==> config.mk <==
export PLATFORM = sky130hd
export DESIGN_NAME = priority_ordered_task_table_top_flat
export DESIGN_NICKNAME = d
export VERILOG_FILES = /design/src/sv/potl_pkg.sv /design/src/sv/potl_req_if.sv /design/src/sv/potl_rsp_if.sv /design/src/sv/priority_ordered_task_table_top.sv /design/src/sv/potl_cell.sv /design/src/flat_wrapper.sv
export SDC_FILE = /design/constraint.sdc
export NUM_CORES = 2
export LEC_CHECK = 0
export ABC_AREA = 1
export BUFFER_PORTS_ARGS = -buffer_cell sky130_fd_sc_hd__buf_2
export CAP_MARGIN = 0
export CORE_ASPECT_RATIO = 1.5
export CORE_MARGIN = 4
export CORE_UTILIZATION = 40
export DETAILED_ROUTE_END_ITERATION = 16
export HOLD_SLACK_MARGIN = 0.08
export SYNTH_ARGS = -nofsm -noshare
export SYNTH_HDL_FRONTEND = slang
export SYNTH_HIERARCHICAL = 1
export SYNTH_SLANG_ARGS = --single-unit
==> constraint.sdc <==
create_clock -name clk -period 6.95 [get_ports clk]
set_input_delay 1.39 -clock clk [delete_from_list [all_inputs] [get_ports clk]]
set_output_delay 1.39 -clock clk [all_outputs]
set_load 0.01 [all_outputs]
==> src/sv/potl_pkg.sv <==
// potl_pkg: shared types and codes for the priority ordered task table
// entry layout, command, result and status codes, cell control struct
// no dependencies
`timescale 1ns / 1ps
`default_nettype none

package potl_pkg;

    typedef enum logic [2:0] {
        CMD_INSERT   = 3'd0,
        CMD_REMOVE   = 3'd1,
        CMD_UPDATE   = 3'd2,
        CMD_SEARCH   = 3'd3,
        CMD_COMPLETE = 3'd4,
        CMD_LIST     = 3'd5
    } cmd_t;

    typedef enum logic [1:0] {
        RES_OK        = 2'd0,
        RES_NOT_FOUND = 2'd1,
        RES_FULL      = 2'd2
    } res_code_t;

    localparam logic [1:0] ST_PENDING = 2'd0;
    localparam logic [1:0] ST_INPROG  = 2'd1;
    localparam logic [1:0] ST_DONE    = 2'd2;
    localparam logic [1:0] ST_BAD     = 2'd3;

    typedef struct packed {
        logic [15:0] id;
        logic [7:0]  prio;
        logic [1:0]  status;
        logic [22:0] deadline;
    } entry_t;

    typedef enum logic [2:0] {
        COP_HOLD,
        COP_INSERT,
        COP_REMOVE,
        COP_COMPLETE,
        COP_ROTATE
    } cell_op_t;

    typedef struct packed {
        cell_op_t    op;
        logic        latch;
        logic [15:0] key;
        entry_t      new_entry;
    } cell_ctrl_t;

    typedef enum logic [1:0] {
        S_IDLE,
        S_EXEC,
        S_REINS,
        S_LIST
    } state_t;

endpackage

`default_nettype wire

==> src/sv/potl_req_if.sv <==
// potl_req_if: request channel of the priority ordered task table
// valid/ready handshake with command payload, no dependencies
`timescale 1ns / 1ps
`default_nettype none

interface potl_req_if;
    logic        valid;
    logic        ready;
    logic [2:0]  command;
    logic [15:0] task_id;
    logic [7:0]  priority_req;
    logic [1:0]  status_in;
    logic [22:0] deadline;
    logic [22:0] current_date;

    modport source (
        output valid, command, task_id, priority_req, status_in, deadline, current_date,
        input  ready
    );
    modport sink (
        input  valid, command, task_id, priority_req, status_in, deadline, current_date,
        output ready
    );
endinterface

`default_nettype wire

==> src/sv/potl_rsp_if.sv <==
// potl_rsp_if: result channel of the priority ordered task table
// valid/ready handshake with result payload, no dependencies
`timescale 1ns / 1ps
`default_nettype none

interface potl_rsp_if;
    logic        valid;
    logic        ready;
    logic [1:0]  result_code;
    logic        found;
    logic [15:0] entry_id;
    logic [7:0]  entry_priority;
    logic [1:0]  entry_status;
    logic [22:0] entry_deadline;
    logic        last;

    modport source (
        output valid, result_code, found, entry_id, entry_priority, entry_status,
               entry_deadline, last,
        input  ready
    );
    modport sink (
        input  valid, result_code, found, entry_id, entry_priority, entry_status,
               entry_deadline, last,
        output ready
    );
endinterface

`default_nettype wire

==> src/sv/priority_ordered_task_table_top.sv <==
// priority_ordered_task_table_top: sorted task table built as a chain of cells
// channels: req (potl_req_if sink), rsp (potl_rsp_if source)
// uses potl_pkg, potl_cell
//
// usage:
//   each request on req carries one command: insert, remove, update, search,
//   complete or list overdue. every command answers on rsp with one or more
//   result items, the final one marked by last.
//   req.ready is high only while the sequencer is idle; one request is in
//   work at a time. a request is taken at any edge where valid and ready are
//   both high.
//   steps: the id compare is latched in every cell as the request is taken,
//   then S_EXEC shifts or updates the chain for insert, remove and complete,
//   and answers search and unknown codes; update adds an S_REINS step (remove,
//   then reinsert). list overdue rotates the chain once per stored entry in
//   S_LIST; the head cell is checked on each step.
//   stalls: results go out through one output register; while it holds an
//   unaccepted result the chain holds and no further result is produced.
//   reset: clears the fill count and the sequencer; entry contents are not
//   cleared, a slot counts only below the fill count.
`timescale 1ns / 1ps
`default_nettype none

module priority_ordered_task_table_top
    import potl_pkg::*;
#(
    parameter int CAPACITY = 16
)
(
    input  wire logic  clk,
    input  wire logic  rst_n,
    potl_req_if.sink   req,
    potl_rsp_if.source rsp
);

    localparam int CW = $clog2(CAPACITY + 1);
    localparam logic [CW-1:0] CAP = CW'(CAPACITY);

    typedef struct packed {
        res_code_t code;
        logic      found;
        entry_t    entry;
        logic      last;
    } result_t;

    state_t        state_reg, state_next;
    logic [CW-1:0] count_reg, count_next;
    logic [CW-1:0] scan_reg, scan_next;
    cmd_t          cmd_reg;
    entry_t        req_entry_reg;
    logic [22:0]   date_reg;
    entry_t        cap_reg, cap_next;
    result_t       out_reg, out_next;
    logic          out_valid_reg, out_valid_next;

    cell_ctrl_t    ctrl;
    cell_op_t      op;
    entry_t        cell_entry [CAPACITY];
    entry_t        cell_sel   [CAPACITY];
    logic          cell_keep  [CAPACITY];
    logic          cell_pref  [CAPACITY];
    entry_t        sel_entry;
    logic          hit;
    logic          accept;
    logic          out_free;
    logic [1:0]    status_clean;
    entry_t        head;

    assign accept       = req.valid && req.ready;
    assign req.ready    = (state_reg == S_IDLE);
    assign out_free     = !out_valid_reg || rsp.ready;
    assign status_clean = (req.status_in == ST_BAD) ? ST_PENDING : req.status_in;
    assign hit          = cell_pref[CAPACITY-1];
    assign head         = cell_entry[0];

    always_comb
    begin
        ctrl.op        = op;
        ctrl.latch     = accept;
        ctrl.key       = req.task_id;
        ctrl.new_entry = req_entry_reg;
        if (state_reg == S_REINS)
        begin
            ctrl.new_entry.id       = cap_reg.id;
            ctrl.new_entry.deadline = cap_reg.deadline;
        end
    end

    always_comb
    begin
        sel_entry = '0;
        for (int i = 0; i < CAPACITY; i++)
        begin
            sel_entry = sel_entry | cell_sel[i];
        end
    end

    for (genvar g = 0; g < CAPACITY; g++)
    begin : g_cell
        entry_t left_e, right_e;
        logic   left_k, pref_in;

        if (g == 0)
        begin : g_head
            assign left_e  = ctrl.new_entry;
            assign left_k  = 1'b1;
            assign pref_in = 1'b0;
        end
        else
        begin : g_body
            assign left_e  = cell_entry[g-1];
            assign left_k  = cell_keep[g-1];
            assign pref_in = cell_pref[g-1];
        end

        if (g == CAPACITY - 1)
        begin : g_tail
            assign right_e = '0;
        end
        else
        begin : g_mid
            assign right_e = cell_entry[g+1];
        end

        potl_cell #(
            .IDX (g),
            .CW  (CW)
        ) u_cell (
            .clk         (clk),
            .rst_n       (rst_n),
            .count       (count_reg),
            .ctrl        (ctrl),
            .left_entry  (left_e),
            .left_keep   (left_k),
            .right_entry (right_e),
            .head_entry  (head),
            .prefix_in   (pref_in),
            .entry       (cell_entry[g]),
            .keep        (cell_keep[g]),
            .prefix_out  (cell_pref[g]),
            .sel_entry   (cell_sel[g])
        );
    end

    always_comb
    begin
        state_next     = state_reg;
        count_next     = count_reg;
        scan_next      = scan_reg;
        cap_next       = cap_reg;
        op             = COP_HOLD;
        out_next       = out_reg;
        out_valid_next = out_valid_reg && !rsp.ready;

        unique case (state_reg)
            S_IDLE:
            begin
                if (accept)
                begin
                    state_next = S_EXEC;
                end
            end
            S_EXEC:
            begin
                if (out_free)
                begin
                    out_valid_next = 1'b1;
                    out_next       = '{code: RES_OK, found: 1'b0, entry: '0, last: 1'b1};
                    state_next     = S_IDLE;
                    case (cmd_reg)
                        CMD_INSERT:
                        begin
                            if (count_reg == CAP)
                            begin
                                out_next.code = RES_FULL;
                            end
                            else
                            begin
                                op         = COP_INSERT;
                                count_next = count_reg + CW'(1);
                            end
                        end
                        CMD_REMOVE, CMD_UPDATE, CMD_SEARCH, CMD_COMPLETE:
                        begin
                            if (!hit)
                            begin
                                out_next.code = RES_NOT_FOUND;
                            end
                            else
                            begin
                                case (cmd_reg)
                                    CMD_REMOVE:
                                    begin
                                        op         = COP_REMOVE;
                                        count_next = count_reg - CW'(1);
                                    end
                                    CMD_UPDATE:
                                    begin
                                        op             = COP_REMOVE;
                                        count_next     = count_reg - CW'(1);
                                        cap_next       = sel_entry;
                                        out_valid_next = out_valid_reg && !rsp.ready;
                                        out_next       = out_reg;
                                        state_next     = S_REINS;
                                    end
                                    CMD_SEARCH:
                                    begin
                                        out_next.found = 1'b1;
                                        out_next.entry = sel_entry;
                                    end
                                    default:
                                    begin
                                        op = COP_COMPLETE;
                                    end
                                endcase
                            end
                        end
                        CMD_LIST:
                        begin
                            out_valid_next = out_valid_reg && !rsp.ready;
                            out_next       = out_reg;
                            scan_next      = '0;
                            state_next     = S_LIST;
                        end
                        default:
                        begin
                            out_next.code = RES_OK;
                        end
                    endcase
                end
            end
            S_REINS:
            begin
                if (out_free)
                begin
                    op             = COP_INSERT;
                    count_next     = count_reg + CW'(1);
                    out_valid_next = 1'b1;
                    out_next       = '{code: RES_OK, found: 1'b0, entry: '0, last: 1'b1};
                    state_next     = S_IDLE;
                end
            end
            S_LIST:
            begin
                if (out_free)
                begin
                    if (scan_reg != count_reg)
                    begin
                        op        = COP_ROTATE;
                        scan_next = scan_reg + CW'(1);
                        if ((head.status == ST_INPROG) && (head.deadline < date_reg))
                        begin
                            out_valid_next = 1'b1;
                            out_next       = '{code: RES_OK, found: 1'b1, entry: head,
                                               last: 1'b0};
                        end
                    end
                    else
                    begin
                        out_valid_next = 1'b1;
                        out_next       = '{code: RES_OK, found: 1'b0, entry: '0, last: 1'b1};
                        state_next     = S_IDLE;
                    end
                end
            end
            default:
            begin
                state_next = S_IDLE;
            end
        endcase
    end

    always_ff @(posedge clk or negedge rst_n)
    begin
        if (!rst_n)
        begin
            state_reg     <= S_IDLE;
            count_reg     <= '0;
            scan_reg      <= '0;
            out_valid_reg <= 1'b0;
        end
        else
        begin
            state_reg     <= state_next;
            count_reg     <= count_next;
            scan_reg      <= scan_next;
            out_valid_reg <= out_valid_next;
        end
    end

    always_ff @(posedge clk)
    begin
        out_reg <= out_next;
        cap_reg <= cap_next;
        if (accept)
        begin
            cmd_reg                <= cmd_t'(req.command);
            req_entry_reg.id       <= req.task_id;
            req_entry_reg.prio     <= req.priority_req;
            req_entry_reg.status   <= status_clean;
            req_entry_reg.deadline <= req.deadline;
            date_reg               <= req.current_date;
        end
    end

    assign rsp.valid          = out_valid_reg;
    assign rsp.result_code    = out_reg.code;
    assign rsp.found          = out_reg.found;
    assign rsp.entry_id       = out_reg.entry.id;
    assign rsp.entry_priority = out_reg.entry.prio;
    assign rsp.entry_status   = out_reg.entry.status;
    assign rsp.entry_deadline = out_reg.entry.deadline;
    assign rsp.last           = out_reg.last;

    a_count_bound: assert property (@(posedge clk) disable iff (!rst_n)
        count_reg <= CAP)
        else $error("fill count above capacity");

    a_reins_room: assert property (@(posedge clk) disable iff (!rst_n)
        (state_reg == S_REINS) |-> (count_reg < CAP))
        else $error("reinsert without a free slot");

    a_list_items: assert property (@(posedge clk) disable iff (!rst_n)
        (rsp.valid && !rsp.last) |-> (state_reg == S_LIST))
        else $error("non-final result outside overdue listing");

endmodule

`default_nettype wire

==> src/sv/potl_cell.sv <==
// potl_cell: one slot of the sorted table chain
// holds one entry, exchanges data with its neighbors; uses potl_pkg
`timescale 1ns / 1ps
`default_nettype none

module potl_cell
    import potl_pkg::*;
#(
    parameter int IDX = 0,
    parameter int CW  = 5
)
(
    input  wire logic          clk,
    input  wire logic          rst_n,
    input  wire logic [CW-1:0] count,
    input  wire cell_ctrl_t    ctrl,
    input  wire entry_t        left_entry,
    input  wire logic          left_keep,
    input  wire entry_t        right_entry,
    input  wire entry_t        head_entry,
    input  wire logic          prefix_in,
    output entry_t             entry,
    output logic               keep,
    output logic               prefix_out,
    output entry_t             sel_entry
);

    localparam logic [CW-1:0] POS = CW'(IDX);

    entry_t entry_reg, entry_next;
    logic   match_reg;
    logic   occ, tail, first;

    assign occ        = (POS < count);
    assign tail       = (POS == (count - CW'(1)));
    assign keep       = occ && (entry_reg.prio >= ctrl.new_entry.prio);
    assign prefix_out = prefix_in | match_reg;
    assign first      = match_reg & ~prefix_in;
    assign entry      = entry_reg;
    assign sel_entry  = first ? entry_reg : '0;

    always_comb
    begin
        entry_next = entry_reg;
        case (ctrl.op)
            COP_INSERT:
            begin
                if (!keep)
                begin
                    entry_next = left_keep ? ctrl.new_entry : left_entry;
                end
            end
            COP_REMOVE:
            begin
                if (prefix_out)
                begin
                    entry_next = right_entry;
                end
            end
            COP_COMPLETE:
            begin
                if (first)
                begin
                    entry_next.status = ST_DONE;
                end
            end
            COP_ROTATE:
            begin
                entry_next = tail ? head_entry : right_entry;
            end
            default:
            begin
                entry_next = entry_reg;
            end
        endcase
    end

    always_ff @(posedge clk)
    begin
        entry_reg <= entry_next;
    end

    always_ff @(posedge clk or negedge rst_n)
    begin
        if (!rst_n)
        begin
            match_reg <= 1'b0;
        end
        else if (ctrl.latch)
        begin
            match_reg <= occ && (entry_reg.id == ctrl.key);
        end
    end

endmodule

`default_nettype wire
==> src/flat_wrapper.sv <==
// flat-port wrapper written by rule: the top's interface ports become plain ports
module priority_ordered_task_table_top_flat import potl_pkg::*;
#(
    parameter int CAPACITY = 16
)
  (clk, rst_n, req_valid, req_command, req_task_id, req_priority_req, req_status_in, req_deadline, req_current_date, req_ready, rsp_valid, rsp_result_code, rsp_found, rsp_entry_id, rsp_entry_priority, rsp_entry_status, rsp_entry_deadline, rsp_last, rsp_ready);
  potl_req_if req_i ();
  potl_rsp_if rsp_i ();
  input  wire logic clk;
  input  wire logic rst_n;
  input wire logic [$bits(req_i.valid)-1:0] req_valid;
  input wire logic [$bits(req_i.command)-1:0] req_command;
  input wire logic [$bits(req_i.task_id)-1:0] req_task_id;
  input wire logic [$bits(req_i.priority_req)-1:0] req_priority_req;
  input wire logic [$bits(req_i.status_in)-1:0] req_status_in;
  input wire logic [$bits(req_i.deadline)-1:0] req_deadline;
  input wire logic [$bits(req_i.current_date)-1:0] req_current_date;
  output wire logic [$bits(req_i.ready)-1:0] req_ready;
  output wire logic [$bits(rsp_i.valid)-1:0] rsp_valid;
  output wire logic [$bits(rsp_i.result_code)-1:0] rsp_result_code;
  output wire logic [$bits(rsp_i.found)-1:0] rsp_found;
  output wire logic [$bits(rsp_i.entry_id)-1:0] rsp_entry_id;
  output wire logic [$bits(rsp_i.entry_priority)-1:0] rsp_entry_priority;
  output wire logic [$bits(rsp_i.entry_status)-1:0] rsp_entry_status;
  output wire logic [$bits(rsp_i.entry_deadline)-1:0] rsp_entry_deadline;
  output wire logic [$bits(rsp_i.last)-1:0] rsp_last;
  input wire logic [$bits(rsp_i.ready)-1:0] rsp_ready;
  assign req_i.valid = req_valid;
  assign req_i.command = req_command;
  assign req_i.task_id = req_task_id;
  assign req_i.priority_req = req_priority_req;
  assign req_i.status_in = req_status_in;
  assign req_i.deadline = req_deadline;
  assign req_i.current_date = req_current_date;
  assign req_ready = req_i.ready;
  assign rsp_valid = rsp_i.valid;
  assign rsp_result_code = rsp_i.result_code;
  assign rsp_found = rsp_i.found;
  assign rsp_entry_id = rsp_i.entry_id;
  assign rsp_entry_priority = rsp_i.entry_priority;
  assign rsp_entry_status = rsp_i.entry_status;
  assign rsp_entry_deadline = rsp_i.entry_deadline;
  assign rsp_last = rsp_i.last;
  assign rsp_i.ready = rsp_ready;
  priority_ordered_task_table_top #(.CAPACITY(CAPACITY)) u_core (.clk(clk), .rst_n(rst_n), .req(req_i), .rsp(rsp_i));
endmodule
==> results.tsv <==
stage	metric	value	unit
status	status	finished, violations left	
status	violations	capacitance limit, slew limit	
setup_path	max_stage_delay	0.39	ns
timing	finalHoldViolations	0	
floorplanning	die_area	208000	sq um
cts	path_clk_slew	0.06	ns
timing	max_freq	161.9	MHz
floorplanning	num_io_pins	134	
detailed_routing	drc	0	
detailed_routing	drt_iter0_markers	8016	
hold_path	min_from	u_core/g_cell[0].u_cell/match_reg$_DFFE_PN0P_	
synth	syn_inst	10920	
setup_path	crit_arrival	6.58	ns
cts	clock_latency	0.75	ns
cells_and_area	nNetsFinal	11160	
hold_path	hold_class	reg -> reg	
grt	grt_pass1_vias	72120	
setup_path	cp-end-kind	register	
grt	grt_max_degree	55	
synth	synth_warnings	6	
cts	cts_num_sinks	980	
setup_path	rr_startpoint	u_core/g_cell[0].u_cell/match_reg$_DFFE_PN0P_	
timing	tightest_slew	1.550	ns
timing	slew_headroom	-4.313	%
grt	track_usage	27.71	%
timing	finClkSkew	0.02986	ns
cts	cts_tree	yes	
grt	grt.overflow.total	0	
placed_design	place.port_buffers	133	
timing	finalMaxSlewViolations	2	
detailed_routing	totalWireLength	302600	microns
placed_design	hpwl	225200	microns
setup_path	r2r_end	u_core/g_cell[15].u_cell/entry[7]$_DFFE_PP_	
floorplanning	dieWidth	373.7	microns
timing	final.min_clock_period	6.177	ns
floorplanning	die_h	556.6	microns
setup_path	path_delay_family	simple AND/OR/NAND/NOR gates	
cells_and_area	n_fill_cell	19980	
floorplanning	core_area	199700	sq um
floorplanning	rows	201	
setup_path	cp_num_buf_inv	22	
synth	syn_area	80260	sq um
cells_and_area	final_common_cell	nor2_1	
setup_path	worstRegToRegCells	44	
cts	htree_levels	3	
setup_path	path_class	reg -> reg	
detailed_routing	vias_per_cell	5.551	
cts	cts.path.max_buffers	3	
setup_path	cp_max_fo	47	
grt	grt_pass1_wl	449700	microns
grt	antenna_found_initial	6	
cells_and_area	final_layout_size_suffix_gt1_share	11.29	%
cts	ctsRootBufferMaster	clkbuf_16	
cells_and_area	fin_util	43.74	%
cells_and_area	synthToLayoutAreaGrowth	8.813	%
timing	period_share	88.88	%
power	total_power	45.76	mW
job	drv_cap	1	
detailed_routing	firstDrtPassIters	8	
detailed_routing	drtAntennaViolNets	0	
detailed_routing	vias	75830	
setup_path	rrSetupSlack	0.77	ns
setup_path	crit_required	7.35	ns
setup_path	cp-start-kind	register	
synth	postSynthAreaPerCell	7.349	sq um
cts	cts_made_buffers	110	
setup_path	critPathSlowestCell	dfrtp_1	
hold_path	hold-path-endpoint	u_core/g_cell[0].u_cell/match_reg$_DFFE_PN0P_	
power	power_density	524.0	nW/um^2
timing	final.setup.tns	0	ns
timing	setup_viol	0	
cts	hold_buffers	0	
placed_design	place_congestion	0.9247	
timing	grt_setup_unrepaired	false	
setup_path	cp_common_cell	inv_1	
hold_path	hold_depth	2	
cells_and_area	largest_register_ffs	784	
floorplanning	start_util	40.19	%
power	ir_drop	0.0002456	V
detailed_routing	wl_per_cell	22.15	microns
power	cellLeakagePower	38.04	nW
cells_and_area	layout_common_cells	nor2_1 (2488), nand2_1 (2233), inv_1 (1163)	
## how the worst max path moves through the flow
stage,from,to,slack [ns],cells after the start
after floorplan,u_core/g_cell[0].u_cell/match_reg$_DFFE_PN0P_,u_core/g_cell[6].u_cell/entry[0]$_DFFE_PP_,0.02,43
after global placement,u_core/g_cell[0].u_cell/match_reg$_DFFE_PN0P_,u_core/g_cell[15].u_cell/entry[20]$_DFFE_PP_,0.60,44
after detailed placement,u_core/g_cell[0].u_cell/match_reg$_DFFE_PN0P_,u_core/g_cell[11].u_cell/entry[5]$_DFFE_PP_,0.88,44
after CTS,u_core/g_cell[0].u_cell/match_reg$_DFFE_PN0P_,u_core/g_cell[11].u_cell/entry[5]$_DFFE_PP_,0.83,44
after global routing,u_core/g_cell[0].u_cell/match_reg$_DFFE_PN0P_,u_core/g_cell[15].u_cell/entry[18]$_DFFE_PP_,0.03,44
final,u_core/g_cell[0].u_cell/match_reg$_DFFE_PN0P_,u_core/g_cell[15].u_cell/entry[7]$_DFFE_PP_,0.77,44
## power breakdown
part,switching [mW],internal [mW],total [mW]
Combinational,15.4,8.84,24.2
Sequential,3.54,11.9,15.4
Clock,2.72,3.38,6.10
Total,21.6,24.1,45.8
## worst min-delay path, stage by stage, from the launching register on
cell and delay, ns:
dfrtp_1 0.37, nand2_1 0.06, nand2_1 0.06
## routing by layer
| layer | share of wire [%] | up-vias | GRT usage, % | routed length (microns) |
|---|---|---|---|---|
| li1 | - | 35960 | - | - |
| met1 | 40 | 35930 | 35.15 | 121700 |
| met2 | 48 | 3414 | 48.37 | 146700 |
| met3 | 7.8 | 529 | 3.672 | 23610 |
| met4 | 3.5 | 2 | 9.615 | 10560 |
| met5 | 0.0053 | - | 0 | 16 |
## timing repair
item                       CTS  global route
setup buffers                0             0
resized for setup            0             2
setup endpoints to repair    0            10
## final cells by class
cell class / instances / area (sq um) / area share, %
clock buffer: 130 / 2859 / 3.274
antenna: 2 / 5.005 / 0.005731
timing repair buffer: 397 / 3236 / 3.705
multi-input combinational: 8160 / 43110 / 49.36
inverter: 1279 / 4826 / 5.526
clock inverter: 73 / 711.9 / 0.8152
sequential: 980 / 29280 / 33.53
tap: 2639 / 3302 / 3.781
## through the flow
stage               instances  instance area [sq um]  hold slack, ns  setup WS, ns
finish                  13660                  87330          0.5200        0.7728
detailed placement      13460                  83740          0.5020        0.8841
floorplan               11020                  80650          0.4714       0.01815
global placement        13460                  83740          0.4956        0.6043
global route            13660                  87330          0.5525       0.03016
CTS                     13660                  87310          0.5194        0.8293
No activity file was read; power rests on OpenSTA's default activity.
